==> src/rtl/core/bpa_pkg.sv <==
package bpa_pkg;

    // Fixed port field widths
    localparam int FUNC_W   = 1;
    localparam int BYTES_W  = 32;
    localparam int FPAGE_W  = 12;
    localparam int STATUS_W = 2;
    localparam int GPAGE_W  = 12;
    localparam int GORDER_W = 4;
    localparam int PFREE_W  = 13;

    // Operation codes on the func field
    localparam logic [FUNC_W-1:0] FUNC_ALLOC = 1'b0;
    localparam logic [FUNC_W-1:0] FUNC_FREE  = 1'b1;

    // Result status codes
    localparam logic [STATUS_W-1:0] ST_OK       = 2'd0;
    localparam logic [STATUS_W-1:0] ST_BAD_SIZE = 2'd1;
    localparam logic [STATUS_W-1:0] ST_NO_BLOCK = 2'd2;
    localparam logic [STATUS_W-1:0] ST_BAD_FREE = 2'd3;

    // Datapath operations issued by the controller
    typedef logic [5:0] op_t;

    localparam op_t OP_NOP       = 6'd0;
    localparam op_t OP_LOAD      = 6'd1;
    localparam op_t OP_CLR       = 6'd2;
    localparam op_t OP_SZ_PREP   = 6'd3;
    localparam op_t OP_ORD_STEP  = 6'd4;
    localparam op_t OP_MRG_INIT  = 6'd5;
    localparam op_t OP_MRG_HEAD  = 6'd6;
    localparam op_t OP_CUR_INC   = 6'd7;
    localparam op_t OP_CUR_DEC   = 6'd8;
    localparam op_t OP_LST_CUR   = 6'd9;
    localparam op_t OP_RD_B      = 6'd10;
    localparam op_t OP_RD_P      = 6'd11;
    localparam op_t OP_ADV       = 6'd12;
    localparam op_t OP_SEL_P     = 6'd13;
    localparam op_t OP_SEL_B     = 6'd14;
    localparam op_t OP_UNL_RD    = 6'd15;
    localparam op_t OP_UNL_A     = 6'd16;
    localparam op_t OP_UNL_B     = 6'd17;
    localparam op_t OP_UNL_C     = 6'd18;
    localparam op_t OP_MRG_HI    = 6'd19;
    localparam op_t OP_MRG_LO    = 6'd20;
    localparam op_t OP_PH_A      = 6'd21;
    localparam op_t OP_PH_B      = 6'd22;
    localparam op_t OP_PT_A      = 6'd23;
    localparam op_t OP_PT_B      = 6'd24;
    localparam op_t OP_SPL_INIT  = 6'd25;
    localparam op_t OP_SPL_SEL   = 6'd26;
    localparam op_t OP_SPL_ORD_P = 6'd27;
    localparam op_t OP_SPL_ORD_B = 6'd28;
    localparam op_t OP_ALC_SEL   = 6'd29;
    localparam op_t OP_ALC_FIN   = 6'd30;
    localparam op_t OP_F_RD      = 6'd31;
    localparam op_t OP_F_CHK     = 6'd32;
    localparam op_t OP_RES_SIZE  = 6'd33;
    localparam op_t OP_RES_NONE  = 6'd34;
    localparam op_t OP_RES_BADF  = 6'd35;

    typedef struct packed {
        op_t op;
    } dp_cmd_t;

    typedef struct packed {
        logic func;        // latched operation is a free
        logic size_bad;    // request size outside one page to one top block
        logic sz_zero;     // order search finished
        logic head_nil;    // selected free list is empty
        logic cur_eq_tgt;  // working order reached target order
        logic cur_gt_top;  // working order beyond the top order
        logic buddy_match; // buddy read back is a free block of same order
        logic next_nil;    // record read back ends its list
        logic fpage_oob;   // page to free lies outside the region
        logic f_bad;       // page to free heads no block or is already free
        logic clr_last;    // clearing pass at its last entry
    } dp_stat_t;

endpackage

==> src/rtl/core/bpa_ctrl.sv <==
module bpa_ctrl
    import bpa_pkg::*;
(
    input  logic     clk,
    input  logic     rst_n,
    input  logic     start,
    output logic     busy,
    output logic     done,
    output dp_cmd_t  cmd,
    input  dp_stat_t stat
);

    localparam logic [5:0] S_CLR     = 6'd0;
    localparam logic [5:0] S_IDLE    = 6'd1;
    localparam logic [5:0] S_DISP    = 6'd2;
    localparam logic [5:0] S_A_CHK   = 6'd3;
    localparam logic [5:0] S_A_ORD   = 6'd4;
    localparam logic [5:0] S_A_HEAD  = 6'd5;
    localparam logic [5:0] S_M_HEAD  = 6'd6;
    localparam logic [5:0] S_M_RDB   = 6'd7;
    localparam logic [5:0] S_M_CHK   = 6'd8;
    localparam logic [5:0] S_M_ADV   = 6'd9;
    localparam logic [5:0] S_M_UB    = 6'd10;
    localparam logic [5:0] S_M_HI    = 6'd11;
    localparam logic [5:0] S_M_LO    = 6'd12;
    localparam logic [5:0] S_M_RST   = 6'd13;
    localparam logic [5:0] S_S_INIT  = 6'd14;
    localparam logic [5:0] S_S_FIND  = 6'd15;
    localparam logic [5:0] S_S_OP    = 6'd16;
    localparam logic [5:0] S_S_OB    = 6'd17;
    localparam logic [5:0] S_S_PB    = 6'd18;
    localparam logic [5:0] S_S_DEC   = 6'd19;
    localparam logic [5:0] S_S_LOOP  = 6'd20;
    localparam logic [5:0] S_ALC     = 6'd21;
    localparam logic [5:0] S_ALC_FIN = 6'd22;
    localparam logic [5:0] S_F_RD    = 6'd23;
    localparam logic [5:0] S_F_CHK   = 6'd24;
    localparam logic [5:0] S_U0      = 6'd25;
    localparam logic [5:0] S_U1      = 6'd26;
    localparam logic [5:0] S_U2      = 6'd27;
    localparam logic [5:0] S_U3      = 6'd28;
    localparam logic [5:0] S_PH0     = 6'd29;
    localparam logic [5:0] S_PH1     = 6'd30;
    localparam logic [5:0] S_PT0     = 6'd31;
    localparam logic [5:0] S_PT1     = 6'd32;
    localparam logic [5:0] S_DONE    = 6'd33;

    logic [5:0] state_reg, state_next;
    logic [5:0] ret_reg, ret_next;

    always_comb
    begin
        state_next = state_reg;
        ret_next   = ret_reg;
        cmd.op     = OP_NOP;

        case (state_reg)
            S_CLR:
            begin
                cmd.op = OP_CLR;
                if (stat.clr_last)
                    state_next = S_IDLE;
            end
            S_IDLE:
            begin
                if (start)
                begin
                    cmd.op     = OP_LOAD;
                    state_next = S_DISP;
                end
            end
            S_DISP:
                state_next = stat.func ? S_F_RD : S_A_CHK;
            S_A_CHK:
            begin
                if (stat.size_bad)
                begin
                    cmd.op     = OP_RES_SIZE;
                    state_next = S_DONE;
                end
                else
                begin
                    cmd.op     = OP_SZ_PREP;
                    state_next = S_A_ORD;
                end
            end
            S_A_ORD:
            begin
                if (stat.sz_zero)
                    state_next = S_A_HEAD;
                else
                    cmd.op = OP_ORD_STEP;
            end
            S_A_HEAD:
            begin
                if (!stat.head_nil)
                    state_next = S_ALC;
                else
                begin
                    cmd.op     = OP_MRG_INIT;
                    state_next = S_M_HEAD;
                end
            end
            S_M_HEAD:
            begin
                if (stat.cur_eq_tgt)
                    state_next = S_S_INIT;
                else if (stat.head_nil)
                    cmd.op = OP_CUR_INC;
                else
                begin
                    cmd.op     = OP_MRG_HEAD;
                    state_next = S_M_RDB;
                end
            end
            S_M_RDB:
            begin
                cmd.op     = OP_RD_B;
                state_next = S_M_CHK;
            end
            S_M_CHK:
            begin
                if (stat.buddy_match)
                begin
                    cmd.op     = OP_SEL_P;
                    state_next = S_U0;
                    ret_next   = S_M_UB;
                end
                else
                begin
                    cmd.op     = OP_RD_P;
                    state_next = S_M_ADV;
                end
            end
            S_M_ADV:
            begin
                if (stat.next_nil)
                begin
                    cmd.op     = OP_CUR_INC;
                    state_next = S_M_HEAD;
                end
                else
                begin
                    cmd.op     = OP_ADV;
                    state_next = S_M_RDB;
                end
            end
            S_M_UB:
            begin
                cmd.op     = OP_SEL_B;
                state_next = S_U0;
                ret_next   = S_M_HI;
            end
            S_M_HI:
            begin
                cmd.op     = OP_MRG_HI;
                state_next = S_M_LO;
            end
            S_M_LO:
            begin
                cmd.op     = OP_MRG_LO;
                state_next = S_PH0;
                ret_next   = S_M_RST;
            end
            S_M_RST:
            begin
                cmd.op     = OP_LST_CUR;
                state_next = S_M_HEAD;
            end
            S_S_INIT:
            begin
                if (!stat.head_nil)
                    state_next = S_ALC;
                else
                begin
                    cmd.op     = OP_SPL_INIT;
                    state_next = S_S_FIND;
                end
            end
            S_S_FIND:
            begin
                if (stat.cur_gt_top)
                begin
                    cmd.op     = OP_RES_NONE;
                    state_next = S_DONE;
                end
                else if (stat.head_nil)
                    cmd.op = OP_CUR_INC;
                else
                begin
                    cmd.op     = OP_SPL_SEL;
                    state_next = S_U0;
                    ret_next   = S_S_OP;
                end
            end
            S_S_OP:
            begin
                cmd.op     = OP_SPL_ORD_P;
                state_next = S_S_OB;
            end
            S_S_OB:
            begin
                cmd.op     = OP_SPL_ORD_B;
                state_next = S_PT0;
                ret_next   = S_S_PB;
            end
            S_S_PB:
            begin
                cmd.op     = OP_SEL_B;
                state_next = S_PT0;
                ret_next   = S_S_DEC;
            end
            S_S_DEC:
            begin
                cmd.op     = OP_CUR_DEC;
                state_next = S_S_LOOP;
            end
            S_S_LOOP:
            begin
                if (stat.cur_eq_tgt)
                    state_next = S_ALC;
                else
                begin
                    cmd.op     = OP_SPL_SEL;
                    state_next = S_U0;
                    ret_next   = S_S_OP;
                end
            end
            S_ALC:
            begin
                if (stat.head_nil)
                begin
                    cmd.op     = OP_RES_NONE;
                    state_next = S_DONE;
                end
                else
                begin
                    cmd.op     = OP_ALC_SEL;
                    state_next = S_U0;
                    ret_next   = S_ALC_FIN;
                end
            end
            S_ALC_FIN:
            begin
                cmd.op     = OP_ALC_FIN;
                state_next = S_DONE;
            end
            S_F_RD:
            begin
                if (stat.fpage_oob)
                begin
                    cmd.op     = OP_RES_BADF;
                    state_next = S_F_CHK;
                end
                else
                begin
                    cmd.op     = OP_F_RD;
                    state_next = S_F_CHK;
                end
            end
            S_F_CHK:
            begin
                if (stat.fpage_oob)
                begin
                    cmd.op     = OP_NOP;
                    state_next = S_DONE;
                end
                else
                begin
                    cmd.op = OP_F_CHK;
                    if (stat.f_bad)
                        state_next = S_DONE;
                    else
                    begin
                        state_next = S_PH0;
                        ret_next   = S_DONE;
                    end
                end
            end
            S_U0:
            begin
                cmd.op     = OP_UNL_RD;
                state_next = S_U1;
            end
            S_U1:
            begin
                cmd.op     = OP_UNL_A;
                state_next = S_U2;
            end
            S_U2:
            begin
                cmd.op     = OP_UNL_B;
                state_next = S_U3;
            end
            S_U3:
            begin
                cmd.op     = OP_UNL_C;
                state_next = ret_reg;
            end
            S_PH0:
            begin
                cmd.op     = OP_PH_A;
                state_next = S_PH1;
            end
            S_PH1:
            begin
                cmd.op     = OP_PH_B;
                state_next = ret_reg;
            end
            S_PT0:
            begin
                cmd.op     = OP_PT_A;
                state_next = S_PT1;
            end
            S_PT1:
            begin
                cmd.op     = OP_PT_B;
                state_next = ret_reg;
            end
            S_DONE:
                state_next = S_IDLE;
            default:
                state_next = S_IDLE;
        endcase
    end

    always_ff @(posedge clk or negedge rst_n)
    begin
        if (!rst_n)
        begin
            state_reg <= S_CLR;
            ret_reg   <= S_IDLE;
        end
        else
        begin
            state_reg <= state_next;
            ret_reg   <= ret_next;
        end
    end

    assign busy = (state_reg != S_IDLE);
    assign done = (state_reg == S_DONE);

endmodule

==> config.mk <==
export PLATFORM = sky130hd
export DESIGN_NAME = bpa_ctrl
export DESIGN_NICKNAME = d
export VERILOG_FILES = /design/src/rtl/core/bpa_pkg.sv /design/src/rtl/core/bpa_ctrl.sv
export SDC_FILE = /design/constraint.sdc
export NUM_CORES = 1
export LEC_CHECK = 0
export BUFFER_PORTS_ARGS = -buffer_cell sky130_fd_sc_hd__buf_4
export CORE_ASPECT_RATIO = 0.8
export CORE_MARGIN = 3
export CORE_UTILIZATION = 55
export CTS_CLUSTER_DIAMETER = 80
export DETAILED_ROUTE_END_ITERATION = 8
export PLACE_DENSITY = 0.76
export SETUP_SLACK_MARGIN = 0.05
export SLEW_MARGIN = 0
export SYNTH_ARGS = -nofsm -noshare
export SYNTH_HDL_FRONTEND = slang
export SYNTH_SLANG_ARGS = --single-unit
==> constraint.sdc <==
create_clock -name clk -period 4.8 [get_ports clk]
set_input_delay 0 -clock clk [delete_from_list [all_inputs] [get_ports clk]]
set_output_delay 0 -clock clk [all_outputs]
set_load 0.005 [all_outputs]
==> run_results.csv, run 1 <==
group,metric,value,unit
setup_path,path_max_fanout,20,
timing,fin_ws,1.865,ns
synth,synth_seq_area_share,0.1644,
detailed_routing,post_drt_wl_per_cell,21.66,µm
timing,relSlewSlack,0.2436,
global_routing,grt_pass1_vias,1927,
detailed_routing,drtAntennaViolNets,0,
synth,yosys_warnings,0,
synth,syn_area_per_cell,7.055,µm²
global_routing,met1_usage,0.4881,
power,pwr-share-comb,0.750,
timing,clock-skew-final,0.005337,ns
cells_and_area,ff_latch_area,301.5,µm²
power,swShare,0.5421,
detailed_routing,vias_per_cell,7.324,
floorplanning,die_h,57.66,µm
setup_path,crit_chain,"buf_4 > nand3b_1 > a2111oi_0 > a2111oi_0 > nand3_1 > buf_4",
synth,synthSimpleGateAreaFrac,0.3390,
clocking,ctsLongestPathBuffers,2,
synth,synth_compound_area_frac,0.3520,
global_routing,met2_usage,0.4587,
synth,yosys_register_bits,12,
setup_path,cp_slowest_stage_delay,1.01,ns
setup_path,crit_path_end_kind,"output port",
power,peakVddDrop,0.4745,mV
timing,rsz0062_at_grt,"false",
power,seqPwrFrac,0.174,
placement,place_congestion,1.081,
detailed_routing,drt_iter0_markers,395,
timing,setup_violations,0,
hold_path,min_path_type,"input port to asynchronous set/reset pin",
floorplanning,start_util,0.5859,
placement,hpwlAfterDp,4763,µm
floorplanning,die-area,4068,µm²
timing,report.final.slew_viol_count,0,
cells_and_area,layout_common_cells,"26 x buf_4, 22 x nor2_1, 20 x a21oi_1",
global_routing,grt_pass1_wl,10390,µm
cells_and_area,final_core_util,0.6431,
floorplanning,io_pins,22,
detailed_routing,routed_wl,6629,µm
clocking,cts_setup_buffers,0,
cells_and_area,fin_nets,281,
synth,synth_ff_type,"dfrtp_1",
placement,portBuffers,21,
cells_and_area,diodes,0,
floorplanning,num_rows,18,
cells_and_area,drive_above_1_share,0.1842,
run,drv_cap,0,
synth,synth_edf_count,0,
floorplanning,core_region_area,3131,µm²
timing,post-route-period-util,0.6115,
timing,holdWs,0.1209,ns
clocking,htree_num_levels,1,
cells_and_area,area_delta_synth_final,9.754,%
synth,synth_top_family_by_area,"compound AO/OA/AOI/OAI gates",
floorplanning,die_w,70.57,µm
setup_path,rrSetupSlack,1.92,ns
synth,yosysTopAreaCell,"dfrtp_1",
setup_path,r2r_end,"state_reg[2]$_DFFE_PN0P_",
setup_path,ff2ff_path_depth,6,
timing,hold_violations,0,
power,power.density,645.0,nW/µm²
synth,syn_area,1834,µm²
global_routing,grt.busiest_layer,"met1",
setup_path,required,4.80,ns
global_routing,antenna_found_initial,0,
clocking,cts_tree,"yes",
power,power_frac_clock,0.076,
setup_path,arrival,2.94,ns
synth,muxShareOfSynthArea,0.05321,
clocking,cts.sinks,12,
setup_path,reg2reg_from,"state_reg[4]$_DFFE_PN0P_",
global_routing,grt-ovfl-total,0,
synth,syn-num-nets,274,
synth,synthArstFlopShare,1.000,
placement,place_ws,2.080,ns
setup_path,crit_slowest_cell,"a2111oi_0",
detailed_routing,vias,2241,
detailed_routing,drtPass1Iterations,5,
detailed_routing,drcViolationCount,0,
timing,period_needed,2.935,ns
timing,worstMarginPinSlew,1.106,ns
power,leakage,0.0007393,µW
global_routing,grt_max_degree,40,
power,intPower,594.7,µW
power,p_sw,703.9,µW
timing,tns,0,ns
synth,synth.area.top_cells,"dfrtp_1 15%, a21oi_1 5.5%, nor2_1 4.5%",
status,outcome,"complete, no violations",
clocking,clk_pin_slew,0.06,ns
synth,ys_types,61,
synth,synth-xor-area-share,0.004775,
setup_path,critPathKind,"register to output port",
cells_and_area,multiInputGateArea,1374,µm²
global_routing,grt_usage,0.3260,
synth,syn_inst,260,
synth,synth.top_cell.area_share,0.1501,
power,power,1299,µW
cells_and_area,nFillCells,295,
global_routing,met3_usage,0.08146,
cells_and_area,layout_commonest_cell,"buf_4",
timing,fmax,340.7,MHz
setup_path,start_kind,"register",
clocking,clkLatencyLatePin,0.25,ns
synth,synthAdderAreaFrac,0,
clocking,ctsRootBufferMaster,"clkbuf_8",
setup_path,crit_start,"state_reg[4]$_DFFE_PN0P_",
clocking,numCtsBuffers,3,
worst max-delay path, delay by kind of cell (launching register included):
kind	cells	cell delay, ns
and+or+nand+nor	2	0.28
AOI/OAI and AO/OA	2	1.24
buffers and inverters	2	0.45
DFF	1	0.71
cell usage after synthesis (6+ instances only):
library cell,number
mux2_2,6
nand2b_1,13
clkbuf_1,8
o22ai_1,6
dfrtp_1,11
a21oi_1,20
nor3_1,9
buf_2,13
inv_1,9
nor2b_1,6
o21ai_0,14
nand3_1,12
nand2_1,18
nor2_1,22
metal layers:
metal | part of all wire | wire [µm]
met1 | 0.43 | 2818
met2 | 0.41 | 2699
met3 | 0.13 | 887
met4 | 0.034 | 224
met5 | 0 | 0
layout make-up:
type                       instances  share of cell area
clock buffer                       4             0.02237
inverter                          10             0.01865
multi-input combinational        213              0.6824
sequential                        12              0.1498
tap                               40             0.02486
timing repair buffer              27              0.1019
through the flow:
step	area, µm²	std cells
after floorplan	1834	260
after global placement	1958	301
after detailed placement	1958	301
after CTS	2013	306
after global routing	2013	306
final	2013	306
how the worst max path moves through the flow:
| stage | endpoint | slack, ns | cells after the start |
|---|---|---|---|
| 6_report | cmd[0] | 1.86 | 6 |
| 5_1_grt | cmd[3] | 1.83 | 7 |
| 4_1_cts | cmd[0] | 2.01 | 6 |
| 3_5_place_dp | state_reg[2]$_DFFE_PN0P_ | 2.08 | 6 |
| 3_3_place_gp | state_reg[2]$_DFFE_PN0P_ | 2.06 | 6 |
| 2_1_floorplan | ret_reg[1]$_DFFE_PN0P_ | 2.72 | 6 |
what timing repair did:
item                       4_1_cts  5_1_grt
setup endpoints to repair        0        0
hold endpoints to repair        12        0
gates resized for setup          0        0
hold buffers                     1        0
logic make-up (layout without fill, tap and decap cells):
group                  after synthesis  after routing
XOR/XNOR                             1              1
AO/OA/AOI/OAI                       91             91
buffers and inverters               35             41
flip-flops                          12             12
AND/OR/NAND/NOR                    112            112
multiplexers                         9              9
power groups by stage:
stage / sequential, µW / clock [µW] / combinational [µW]
final: 225 / 99.1 / 974
after global routing: 231 / 103 / 1050
after detailed placement: 220 / 0 / 933
after CTS: 218 / 98.3 / 938
after global placement: 219 / 0 / 940
after floorplan: 162 / 0 / 736
Power figures use the tool's default switching activity.
==> inputs of run 2 (changes only) <==
==> constraint.sdc (replaced) <==
create_clock -name clk -period 2.9 [get_ports clk]
set_input_delay 0 -clock clk [delete_from_list [all_inputs] [get_ports clk]]
set_output_delay 0 -clock clk [all_outputs]
set_load 0.005 [all_outputs]
==> run 2 against run 1 <==
  * Global-route usage up 2.6 points
  * Via count increased by 4.5%
  * Highest routed layer unchanged
  * Critical endpoint is now cmd[3]
  * Final cell count is 4.2% higher
  * Largest cell class unchanged
==> run_results.csv, run 2 (synthesis gave the netlist of run 1 again) <==
group,metric,value,unit
setup_path,required,2.90,ns
clocking,clkLatencyLatePin,0.25,ns
timing,rsz0062_at_grt,"false",
cells_and_area,diodes,0,
cells_and_area,fin_nets,294,
floorplanning,num_rows,18,
cells_and_area,layout_commonest_cell,"buf_4",
setup_path,rrSetupSlack,0.37,ns
clocking,ctsRootBufferMaster,"clkbuf_8",
setup_path,cp_top_family,"compound AO/OA/AOI/OAI gates",
detailed_routing,routed_wl,6990,µm
clocking,htree_num_levels,1,
setup_path,reg2reg_from,"state_reg[0]$_DFFE_PN0P_",
clocking,ctsLongestPathBuffers,2,
cells_and_area,final_cells,319,
power,seqPwrFrac,0.161,
global_routing,antenna_found_initial,0,
hold_path,min_path_type,"input port to asynchronous set/reset pin",
detailed_routing,drtPass1Iterations,7,
setup_path,crit_chain,"or2_2 > a2111oi_0 > nor2_1 > o211ai_1 > buf_4",
placement,place_inst,314,
timing,clock-skew-final,0.001904,ns
timing,tns,0,ns
clocking,cts_setup_buffers,0,
global_routing,grt_max_degree,30,
detailed_routing,vias_per_cell,7.342,
detailed_routing,drcViolationCount,0,
setup_path,critPathKind,"register to output port",
cells_and_area,area_delta_synth_final,16.30,%
detailed_routing,vias,2342,
detailed_routing,drtAntennaViolNets,0,
clocking,clk_pin_slew,0.05,ns
setup_path,crit_slowest_cell,"a2111oi_0",
setup_path,crit_buf_inv,1,
cells_and_area,drive_above_1_share,0.2258,
setup_path,path_max_fanout,20,
power,p_sw,1215,µW
clocking,cts.sinks,12,
placement,place_congestion,1.087,
cells_and_area,layout_common_cells,"38 x buf_4, 22 x nor2_1, 20 x a21oi_1",
timing,report.final.slew_viol_count,0,
timing,relSlewSlack,0.3309,
floorplanning,die_w,70.57,µm
timing,setup_violations,0,
placement,portBuffers,21,
floorplanning,die_h,57.66,µm
cells_and_area,final_core_util,0.6815,
timing,post-route-period-util,0.9140,
global_routing,grt-ovfl-total,0,
floorplanning,die-area,4068,µm²
setup_path,r2r_end,"ret_reg[2]$_DFFE_PN0P_",
floorplanning,io_pins,22,
power,pwr-share-comb,0.758,
setup_path,crit_path_end_kind,"output port",
setup_path,ff2ff_path_depth,5,
global_routing,grt_pass1_vias,2048,
run,drv_cap,0,
placement,hpwlAfterDp,5191,µm
power,swShare,0.5249,
setup_path,cp_slowest_stage_delay,0.89,ns
power,leakage,0.0008166,µW
power,power.density,1085,nW/µm²
clocking,numCtsBuffers,3,
setup_path,arrival,2.65,ns
clocking,cts_tree,"yes",
timing,hold_violations,0,
timing,fmax,377.3,MHz
global_routing,grt_usage,0.3524,
timing,period_needed,2.651,ns
status,outcome,"complete, no violations",
global_routing,grt_pass1_wl,11180,µm
floorplanning,core_region_area,3131,µm²
power,intPower,1100,µW
floorplanning,start_util,0.5859,
power,power_frac_clock,0.081,
setup_path,start_kind,"register",
detailed_routing,post_drt_wl_per_cell,21.91,µm
timing,worstMarginPinSlew,0.9784,ns
detailed_routing,drt_iter0_markers,468,
power,peakVddDrop,0.6783,mV
[run 2: per-layer routing]
| layer | share of wire | global-route usage | vias to the layer above |
|---|---|---|---|
| met5 | 0 | 0 | - |
| met4 | 0.046 | 0.1206 | 0 |
| met3 | 0.16 | 0.1508 | 40 |
| met1 | 0.41 | 0.5005 | 1058 |
| li1 | - | - | 1031 |
| met2 | 0.38 | 0.4773 | 213 |
[run 2: worst register-to-register path, delay by kind of cell (launching register included)]
family | cells | cell delay [ns]
AOI/OAI and AO/OA | 3 | 0.94
DFF | 1 | 0.69
muxes | 1 | 0.41
and+or+nand+nor | 1 | 0.37
[run 2: how the worst max path moves through the flow]
| stage | from | endpoint | slack (ns) | depth (start not counted) |
|---|---|---|---|---|
| 3_3_place_gp | state_reg[0]$_DFFE_PN0P_ | state_reg[2]$_DFFE_PN0P_ | 0.49 | 6 |
| 6_report | state_reg[4]$_DFFE_PN0P_ | cmd[3] | 0.25 | 5 |
| 3_5_place_dp | state_reg[4]$_DFFE_PN0P_ | ret_reg[1]$_DFFE_PN0P_ | 0.50 | 5 |
| 5_1_grt | state_reg[4]$_DFFE_PN0P_ | cmd[3] | 0.20 | 5 |
| 2_1_floorplan | state_reg[0]$_DFFE_PN0P_ | ret_reg[1]$_DFFE_PN0P_ | 0.82 | 6 |
| 4_1_cts | state_reg[4]$_DFFE_PN0P_ | cmd[3] | 0.39 | 5 |
[run 2: cell type report]
cell class	instances	area, µm²
multi-input cells	213	1374
fillers	280	997.2
repair buffers	40	315.3
flip-flops and latches	12	301.5
clock buffers	4	55.05
well taps	40	50.05
inverters	10	37.54
[run 2: power groups by stage]
stage | logic [µW] | clock network (µW) | registers [µW]
floorplan | 1220 | 0 | 268
global placement | 1690 | 0 | 362
detailed placement | 1680 | 0 | 361
CTS | 1690 | 190 | 360
global route | 1860 | 200 | 384
finish | 1760 | 188 | 372
[run 2: stage by stage]
| step | setup WS, ns | hold slack, ns | instance area, µm² | power, µW |
|---|---|---|---|---|
| CTS | 0.3950 | 0.1346 | 2133 | 2239 |
| global route | 0.2046 | 0.1504 | 2133 | 2446 |
| finish | 0.2494 | 0.1384 | 2133 | 2316 |
| detailed placement | 0.4951 | -0.1509 | 2068 | 2039 |
| global placement | 0.4934 | -0.1568 | 2068 | 2047 |
| floorplan | 0.8164 | -0.2956 | 1834 | 1487 |
[run 2: what timing repair did]
action	in CTS	in global routing
hold buffers	1	0
gates resized for setup	0	0
endpoints found under the hold margin	12	0
setup endpoints to repair	0	0
